$ cat config.mk
export PLATFORM = sky130hd
export DESIGN_NAME = http_request_line_checker_top
export DESIGN_NICKNAME = d
export VERILOG_FILES = /design/src/rtl/hrlc_pkg.sv /design/src/rtl/hrlc_step.sv /design/src/rtl/http_request_line_checker_top.sv
export SDC_FILE = /design/constraint.sdc
export NUM_CORES = 1
export LEC_CHECK = 0
export BUFFER_PORTS_ARGS = -buffer_cell sky130_fd_sc_hd__buf_2
export CORE_MARGIN = 2
export CORE_UTILIZATION = 57
export DETAILED_ROUTE_END_ITERATION = 16
export PLACE_DENSITY_LB_ADDON = 0.08
export SYNTH_ARGS = -nofsm -noshare
export SYNTH_HDL_FRONTEND = slang
export SYNTH_SLANG_ARGS = --single-unit
$ cat constraint.sdc
create_clock -name clock -period 3.1 [get_ports clock]
set_clock_uncertainty 0.05 [all_clocks]
set_input_delay 0.62 -clock clock [delete_from_list [all_inputs] [get_ports clock]]
set_output_delay 0.62 -clock clock [all_outputs]
set_load 0.1 [all_outputs]
$ cat src/rtl/hrlc_pkg.sv
// Package with the state type, keyword tables and per-byte helpers of the request line checker.
package hrlc_pkg;

   localparam logic [7:0] CHAR_SPACE = 8'h20;
   localparam logic [7:0] CHAR_NUL   = 8'h00;
   localparam logic [7:0] CHAR_ONE   = 8'h31;
   localparam logic [7:0] CHAR_ZERO  = 8'h30;

   localparam logic [2:0] TOKEN_METHOD  = 3'd1;
   localparam logic [2:0] TOKEN_PATH    = 3'd2;
   localparam logic [2:0] TOKEN_VERSION = 3'd3;
   localparam logic [2:0] TOKEN_MAX     = 3'd4;

   localparam logic [3:0] METHOD_LEN  = 4'd3;
   localparam logic [3:0] VERSION_LEN = 4'd8;
   localparam logic [3:0] HEAD_LEN    = 4'd7;
   localparam logic [3:0] POS_MAX     = 4'd15;

   // "GET" and the common "HTTP/1." prefix of both versions.
   localparam logic [7:0] METHOD_TEXT [3] = '{8'h47, 8'h45, 8'h54};
   localparam logic [7:0] VERSION_HEAD [7] =
      '{8'h48, 8'h54, 8'h54, 8'h50, 8'h2F, 8'h31, 8'h2E};

   typedef struct packed {
      logic [2:0] token_count;
      logic [3:0] char_pos;
      logic       inside_token;
      logic       method_match;
      logic       version11_match;
      logic       version10_match;
      logic       line_bad;
      logic       string_ended;
   } state_type;

   typedef struct packed {
      logic       path_valid;
      logic [7:0] path_char;
      logic       verdict_valid;
      logic       accepted;
   } result_type;

   localparam state_type STATE_RESET = '{
      token_count:     3'd0,
      char_pos:        4'd0,
      inside_token:    1'b0,
      method_match:    1'b1,
      version11_match: 1'b1,
      version10_match: 1'b1,
      line_bad:        1'b0,
      string_ended:    1'b0
   };

   // Ends an open token; a method or version of the wrong length fails here.
   function automatic state_type close_token(state_type s);
      state_type r;
      r = s;
      if (s.inside_token) begin
         if (s.token_count == TOKEN_METHOD && s.char_pos != METHOD_LEN) begin
            r.method_match = 1'b0;
         end
         if (s.token_count == TOKEN_VERSION && s.char_pos != VERSION_LEN) begin
            r.version11_match = 1'b0;
            r.version10_match = 1'b0;
         end
         r.inside_token = 1'b0;
      end
      return r;
   endfunction

   // Compares one byte against the keyword expected at its position.
   function automatic state_type match_byte(state_type s, logic [7:0] c);
      state_type r;
      r = s;
      if (s.token_count == TOKEN_METHOD) begin
         if (s.char_pos >= METHOD_LEN) begin
            r.method_match = 1'b0;
         end else if (METHOD_TEXT[s.char_pos[1:0]] != c) begin
            r.method_match = 1'b0;
         end
      end else if (s.token_count == TOKEN_VERSION) begin
         if (s.char_pos >= VERSION_LEN) begin
            r.version11_match = 1'b0;
            r.version10_match = 1'b0;
         end else if (s.char_pos < HEAD_LEN) begin
            if (VERSION_HEAD[s.char_pos[2:0]] != c) begin
               r.version11_match = 1'b0;
               r.version10_match = 1'b0;
            end
         end else begin
            if (c != CHAR_ONE) begin
               r.version11_match = 1'b0;
            end
            if (c != CHAR_ZERO) begin
               r.version10_match = 1'b0;
            end
         end
      end
      return r;
   endfunction

endpackage

$ cat src/rtl/hrlc_step.sv
// Combinational per-byte update of the line state and the result for that byte.
module hrlc_step (
   input  hrlc_pkg::state_type  state_cur,
   input  logic [7:0]           char_in,
   input  logic                 line_end,
   output hrlc_pkg::state_type  state_next,
   output hrlc_pkg::result_type result
);

   hrlc_pkg::state_type work;
   hrlc_pkg::state_type closed;

   always_comb begin
      work               = state_cur;
      result.path_valid  = 1'b0;
      result.path_char   = 8'd0;
      if (!state_cur.string_ended) begin
         if (char_in == hrlc_pkg::CHAR_NUL || char_in == hrlc_pkg::CHAR_SPACE) begin
            work = hrlc_pkg::close_token(state_cur);
            if (char_in == hrlc_pkg::CHAR_NUL) begin
               work.string_ended = 1'b1;
            end
         end else begin
            if (!work.inside_token) begin
               if (work.token_count < hrlc_pkg::TOKEN_MAX) begin
                  work.token_count = work.token_count + 3'd1;
               end
               if (work.token_count > hrlc_pkg::TOKEN_VERSION) begin
                  work.line_bad = 1'b1;
               end
               work.inside_token = 1'b1;
               work.char_pos     = 4'd0;
            end
            work = hrlc_pkg::match_byte(work, char_in);
            if (work.token_count == hrlc_pkg::TOKEN_PATH) begin
               result.path_valid = 1'b1;
               result.path_char  = char_in;
            end
            if (work.char_pos < hrlc_pkg::POS_MAX) begin
               work.char_pos = work.char_pos + 4'd1;
            end
         end
      end

      closed               = hrlc_pkg::close_token(work);
      result.verdict_valid = line_end;
      result.accepted      = line_end && !closed.line_bad &&
                             closed.token_count == hrlc_pkg::TOKEN_VERSION &&
                             closed.method_match &&
                             (closed.version11_match || closed.version10_match);
      state_next           = line_end ? hrlc_pkg::STATE_RESET : work;
   end

endmodule

$ cat src/rtl/http_request_line_checker_top.sv
// Top level of the request line checker: input register, per-byte step, result register.
// A byte in the input register goes through the step into the result register.
// Throughput: one byte per cycle unless stalled; each state update is one logic step.
// The input register keeps taking bytes while a result waits, until both stages are full.
// Reset (synchronous, active high) empties both stages and returns the line state to idle.
module http_request_line_checker_top (
   input  logic       clock,
   input  logic       reset,
   input  logic       req_valid,
   output logic       req_stall,
   input  logic [7:0] req_char_in,
   input  logic       req_line_end,
   output logic       rsp_valid,
   input  logic       rsp_stall,
   output logic       rsp_path_valid,
   output logic [7:0] rsp_path_char,
   output logic       rsp_verdict_valid,
   output logic       rsp_accepted
);

   logic                 in_valid_ff, in_valid_in;
   logic [7:0]           in_char_ff;
   logic                 in_last_ff;
   logic                 out_valid_ff, out_valid_in;
   hrlc_pkg::result_type out_result_ff;
   hrlc_pkg::state_type  state_ff, state_in;
   hrlc_pkg::state_type  step_state;
   hrlc_pkg::result_type step_result;
   logic                 out_free;
   logic                 advance;
   logic                 req_take;

   hrlc_step u_step (
      .state_cur  (state_ff),
      .char_in    (in_char_ff),
      .line_end   (in_last_ff),
      .state_next (step_state),
      .result     (step_result)
   );

   always_comb begin
      out_free     = !out_valid_ff || !rsp_stall;
      advance      = in_valid_ff && out_free;
      req_stall    = in_valid_ff && !out_free;
      req_take     = req_valid && !req_stall;
      in_valid_in  = req_take || (in_valid_ff && !advance);
      out_valid_in = advance || (out_valid_ff && rsp_stall);
      state_in     = advance ? step_state : state_ff;
   end

   always_ff @(posedge clock) begin
      if (reset) begin
         in_valid_ff  <= 1'b0;
         out_valid_ff <= 1'b0;
         state_ff     <= hrlc_pkg::STATE_RESET;
      end else begin
         in_valid_ff  <= in_valid_in;
         out_valid_ff <= out_valid_in;
         state_ff     <= state_in;
      end
   end

   always_ff @(posedge clock) begin
      if (req_take) begin
         in_char_ff <= req_char_in;
         in_last_ff <= req_line_end;
      end
      if (advance) begin
         out_result_ff <= step_result;
      end
   end

   assign rsp_valid         = out_valid_ff;
   assign rsp_path_valid    = out_result_ff.path_valid;
   assign rsp_path_char     = out_result_ff.path_char;
   assign rsp_verdict_valid = out_result_ff.verdict_valid;
   assign rsp_accepted      = out_result_ff.accepted;

endmodule

Word level (Yosys, flattened, before mapping)
Memories as Yosys holds them, arrays and structs flattened. Cells that the tools add are included.

Output and inout bits: 13. Memories: 1. Register bits after elaboration: 35. ROM bits: 64. Bits of input ports: 13.

Memories: (name not given) (depth 8, width 8, read ports 1, clocked after memory_dff 0, write ports 0, line hrlc_pkg.sv:85) `if (VERSION_HEAD[s.char_pos[2:0]] != c) begin`.

Reduce and logical (&&, ||, !) cells: 27. Muxes and demuxes: 36. Eq/ne operators: 16. Order comparisons: 8. Add/subtract/negate cells: 2. Bitwise gates (word level): 3.

Operators by type and width (count): two-way mux 8 bit (7); two-way mux 13 bit (3); two-way mux 3 bit (6); binary-select mux 8 bit (select 2 bit) (1); != test 8 x 6 -> 1 bit, second input constant (2); != test 8 bit (2); two-way mux 2 bit (7); logical AND 1 bit (13); equality test 3 x 2 -> 1 bit, second input constant (4); two-way mux 1 bit (10); equality test 3 x 1 -> 1 bit, second input constant (3); two-way mux 9 bit (1); equality test 8 x 6 -> 1 bit, second input constant (1); greater-or-equal comparator 4 bit, second input constant (2); zero test 8 bit (1); != test 4 x 2 -> 1 bit, second input constant (2); != test 4 bit, second input constant (2); zero test 1 bit (6); logical OR 1 bit (5); adder 4 x 1 -> 4 bit, second input constant (1); greater-or-equal comparator 4 x 2 -> 1 bit, second input constant (1); < comparator 4 x 3 -> 1 bit, second input constant (1); < comparator 4 bit, second input constant (1); two-way mux 4 bit (1); other kinds (9) (9).

Depth between registers and ports, before layout
Word-level depth: 26. Depth in mapped cells: 11.

Hierarchy
A second synthesis with hierarchy kept.

Cells, all modules: 221. Area total of the unflattened synthesis: 2205.9 um^2.

Modules (own cells, without submodules): http_request_line_checker_top (area an instance 1261.2 um^2, sequential area each 900.9 um^2, cells each 86, times used 1); hrlc_step (area an instance 944.7 um^2, sequential area each 0.0 um^2, cells each 135, times used 1).

Least setup slack after synthesis
OpenSTA, ideal clock, no wires.

Path type: register -> register. Start: register out_valid_ff (netlist: rsp_valid). End: register in_char_ff[0], enable pin. Setup slack: 0.450 ns. Arrival: 2.258 ns. Stages on the path, launching flop included: 3. Required time: 2.708 ns. Buffers on the path: 0. Period minus slack after synthesis: 2.650 ns. Path through: dfxtp_1 -> and3_1 -> nor2b_1.

Cells in the longest elaborated chain, start to end: 6.

Ends and longest elaborated chain: start, declared (line http_request_line_checker_top.sv:24) `logic out_valid_ff, out_valid_in;`; start signal, assigned (line http_request_line_checker_top.sv:58) `out_valid_ff <= out_valid_in;`; zero test 1 bit (line http_request_line_checker_top.sv:42) `out_free = !out_valid_ff || !rsp_stall;`; logical OR 1 bit (line http_request_line_checker_top.sv:42); zero test 1 bit (line http_request_line_checker_top.sv:44) `req_stall = in_valid_ff && !out_free;`; logical AND 1 bit (line http_request_line_checker_top.sv:44); named net req_stall (line http_request_line_checker_top.sv:10) `output logic req_stall,`; zero test 1 bit (line http_request_line_checker_top.sv:45) `req_take = req_valid && !req_stall;`; logical AND 1 bit (line http_request_line_checker_top.sv:45); named net req_take (line http_request_line_checker_top.sv:31) `logic req_take;`; end signal, assigned (line http_request_line_checker_top.sv:65) `in_char_ff <= req_char_in;`; end, declared (line http_request_line_checker_top.sv:22) `logic [7:0] in_char_ff;`.

The timed path passes the listed nets, and every way through them passes these cells. A chain may end at the register's enable or synchronous reset.

Worst setup path in the final report
Start: register in_char_ff[1]. End: register out_result_ff, in the netlist rsp_path_char[1] (data pin).

Cells in the longest elaborated chain, start to end: 3. Elaborated cells between the ends (all ways): 4. Those cells by class: 1 x eq/ne; 3 x reduce/logical.

Ends and longest elaborated chain: equality test 8 x 6 -> 1 bit or zero test 8 bit (tied branches) (line hrlc_step.sv:18) `if (char_in == hrlc_pkg::CHAR_NUL || char_in == hrlc_pkg::CHAR_SPACE) begin`; logical OR 1 bit (line hrlc_step.sv:18); OR reduction 3 bit (no source line); end signal, assigned (line http_request_line_checker_top.sv:69) `out_result_ff <= step_result;`; end, declared (line http_request_line_checker_top.sv:25) `hrlc_pkg::result_type out_result_ff;`.

Several ways; a longest one is shown, not always the timed one.

==> impl_results.md <==
* Finished Layout Cells at between 200 and 300
* CTS sink cnt at 35
* Post-synthesis xor/xnor area fraction at 2.14%
* Layout net count at 248
* Number of synthesized register bits at 35
* Critical path peak fanout at 11
* Setup_tns at 0 ps
* Simple-gate share of the synthesized area at 21.6%
* # IOs at 26
* # diodes at 0
* Pleak at 0.000888 uW
* Post-Syn Nets at approximately 230
* I/O Buffers at 25
* Crit-path cells: or4_4 -> o41ai_4 -> nor2_1 -> and3_1 -> and2_2
* Vias in the first global route at 1553
* Die H at 63.9 um
* Post-DP HPWL at 3.21 mm
* Setup crit start kind: register
* Max-cap check violation count at 0
* Largest family of logic cells by synthesized area: simple AND/OR/NAND/NOR gates
* CTS resizes at 0
* First-pass GRT wire length at 7.27 mm
* Seq/Total Area, Yosys at 44.1%
* Fin crit share at between 80% and 90%
* Least-Margin Pin Slew at 766 ps
* Setup violators final at 0
* Area of the multi-input gates at 981 um2
* Post-synthesis adder-cell area fraction at about 3.7%
* VDD IR-drop max at 300 uV
* Async SR Flop Fraction at 0%
* Hold WS at 384 ps
* DRT Wirelength at 4.38 mm
* Die Span X at 63.9 um
* # fillers at 287
* CP endpoint kind: register
* Fmax at 0.380 GHz
* Register Area at 901 um2
* CTS Hold Bufs at 0
* Site row count at 21
* Avg Inst Size Synth at ~9.8 um2
* Full die area at 4080 um2
* Final setup margin at 468 ps
* Skew-Pair Late Insertion Delay at 360 ps
* Initial DRC count at 126
* Final core utilization at 65.1%
* Rel. slew slack at 48.8%
* Post-Synthesis Cells at around 210
* Yosys cell types at 50
* Crit Path Class: reg2reg
* Ys flop type: edfxtp_1
* DR vias at 1649
* Placed cells at 268
* Setup Buffers After CTS at 0
* Total GRT Usage at 23.1%
* Slowest stage delay, CP at 580 ps
* Area of the core at approximately 3400 um2
* Outcome: finished, final reports clean
* Via density at 5.97
* CTS tree: done
* Wirelength per Cell at 15.9 um
* CP max-delay cell: or4_4
* Pins Over Slew Limit at 0
* Post-synth EDFFs at 20
* Req. time, crit path at 3180 ps
* Fraction of layout instances using a drive strength above 1 at 20.4%
* Routed Antenna Nets at 0
* Clock tree buffer depth at 2
* Power per cell area at 453 nW/um2
* Largest net degree at the start of global routing at 20
* Mux share of post-synthesis cell area at 2.45%
* Post-placement setup slack at approximately 480 ps
* Htree depth at 2
* Initial Util at between 60% and 70%
* Mapped Area at ~2000 um2
* Initial antenna violation count at 0
* HP Class: in2reg
* Ys Warns at 0
* CTS root buf: clkbuf_4
* Clock slew at the register clock pins of the worst setup and hold paths at 110 ps
* Arr. time, crit path at around 2700 ps
* # DRC at 0
* Synth Area in Compound Gates at 18.1%
* GRT overflow at 0
* Fin. Hold Viols at 0
* Minimum clock period at 2630 ps
* DR pass1 iterations at 4
* RSZ-0062 raised after global routing: false
* CTS Buf Count at 5
* Placer Congestion at 0.928
* Area Overhead vs Synth at 8.03%
## worst max-delay path: cells and delay by family (launching register included)
kind	cells	cell delay [ps]
and+or+nand+nor	4	1300
AOI/OAI and AO/OA	1	580
DFF	1	490
## power breakdown
part / total, uW / leakage, uW / switching [uW] / internal, uW
combinational: 136 / 0.000532 / 98.4 / 37.8
sequential: 531 / 0.000311 / 21.5 / 510
clock: 332 / 0.0000452 / 163 / 170
total: 1000 / 0.000888 / 282 / 717
## routing by layer
metal | wire (um) | part of all wire, % | GRT usage, % | up-vias
li1 | - | - | - | 795
met3 | 366 | 8.4 | 5.99 | 19
met4 | 164 | 3.7 | 12.0 | 0
met5 | 0 | 0 | 0 | -
met1 | 1780 | 41 | 28.6 | 751
met2 | 2060 | 47 | 36.8 | 84
## metrics by stage
step | cell area (um2) | total power [uW]
floorplan | 2040 | 646
global placement | 2120 | 673
detailed placement | 2120 | 677
CTS | 2210 | 1010
global route | 2210 | 1040
finish | 2210 | 1000
## cell usage in the layout, fill, tap and decap left out, types with 2 or more instances in the layout
cell and instances:
o41ai_1 2, nor2b_1 7, nand2b_1 2, inv_1 10, o211ai_1 3, xnor2_1 4, or3_1 2, ha_1 6
o21ai_0 11, nand2_1 16, a21oi_1 13, and2_2 2, and2_1 8, dfxtp_1 15, nor3_1 9, nor4b_1 3
and3_1 3, buf_4 3, nand3_1 3, buf_2 25, clkbuf_4 5, mux2i_1 5, or4_4 2, a31oi_1 3
edfxtp_1 20, nor2_1 19, o31ai_1 5
## cell usage after synthesis, drive strengths merged, types with 2 or more instances
master | number | area share (%)
and2 | 10 | 3.2
edfxtp | 20 | 29
mux2i | 5 | 2.5
dfxtp | 15 | 15
o31a | 2 | 0.92
nand2 | 16 | 2.9
o211ai | 3 | 1.1
nand2b | 2 | 0.61
nor4b | 3 | 1.3
clkbuf | 10 | 4.3
a31oi | 4 | 2.0
a211oi | 2 | 0.98
xnor2 | 4 | 1.7
nor3 | 9 | 2.2
ha | 6 | 3.7
nor2 | 19 | 3.5
buf | 4 | 1.7
o41ai | 3 | 2.2
and3 | 3 | 0.92
inv | 10 | 1.8
or4 | 2 | 1.1
or3 | 2 | 0.61
nand3 | 3 | 0.74
o21ai | 11 | 2.7
o31ai | 5 | 1.8
a21oi | 13 | 3.2
nor2b | 7 | 2.1
## area by class of cell
class,count,area share (%)
multi-input combinational,149,44.5
sequential,35,40.8
timing repair buffer,28,6.69
tap,46,2.61
clock inverter,3,1.99
clock buffer,5,1.70
inverter,10,1.70
## logic make-up after synthesis
family / Yosys count
XOR/XNOR: 5
adder cells (fa/ha/maj): 6
AO/OA/AOI/OAI: 51
buffers and inverters: 24
multiplexers: 5
AND/OR/NAND/NOR: 82
flip-flops: 35
## sequential cells by signal, summed over array words and instances (netlist names)
register,count
state_ff,13
rsp_verdict_valid,1
rsp_valid,1
rsp_path_char,8
in_last_ff,1
rsp_path_valid,1
in_valid_ff,1
in_char_ff,8
rsp_accepted,1
## path summary, 6_finish.rpt
path	startpoint	to	slack, ps	cells after the start
max	in_char_ff[1]	rsp_path_char[1]	470	5
min	req_char_in[4]	in_char_ff[4]	380	1
max reg2reg	in_char_ff[1]	rsp_path_char[1]	470	5
min reg2reg	state_ff[4]	state_ff[4]	450	2
No activity file was read; power rests on OpenSTA's default activity.
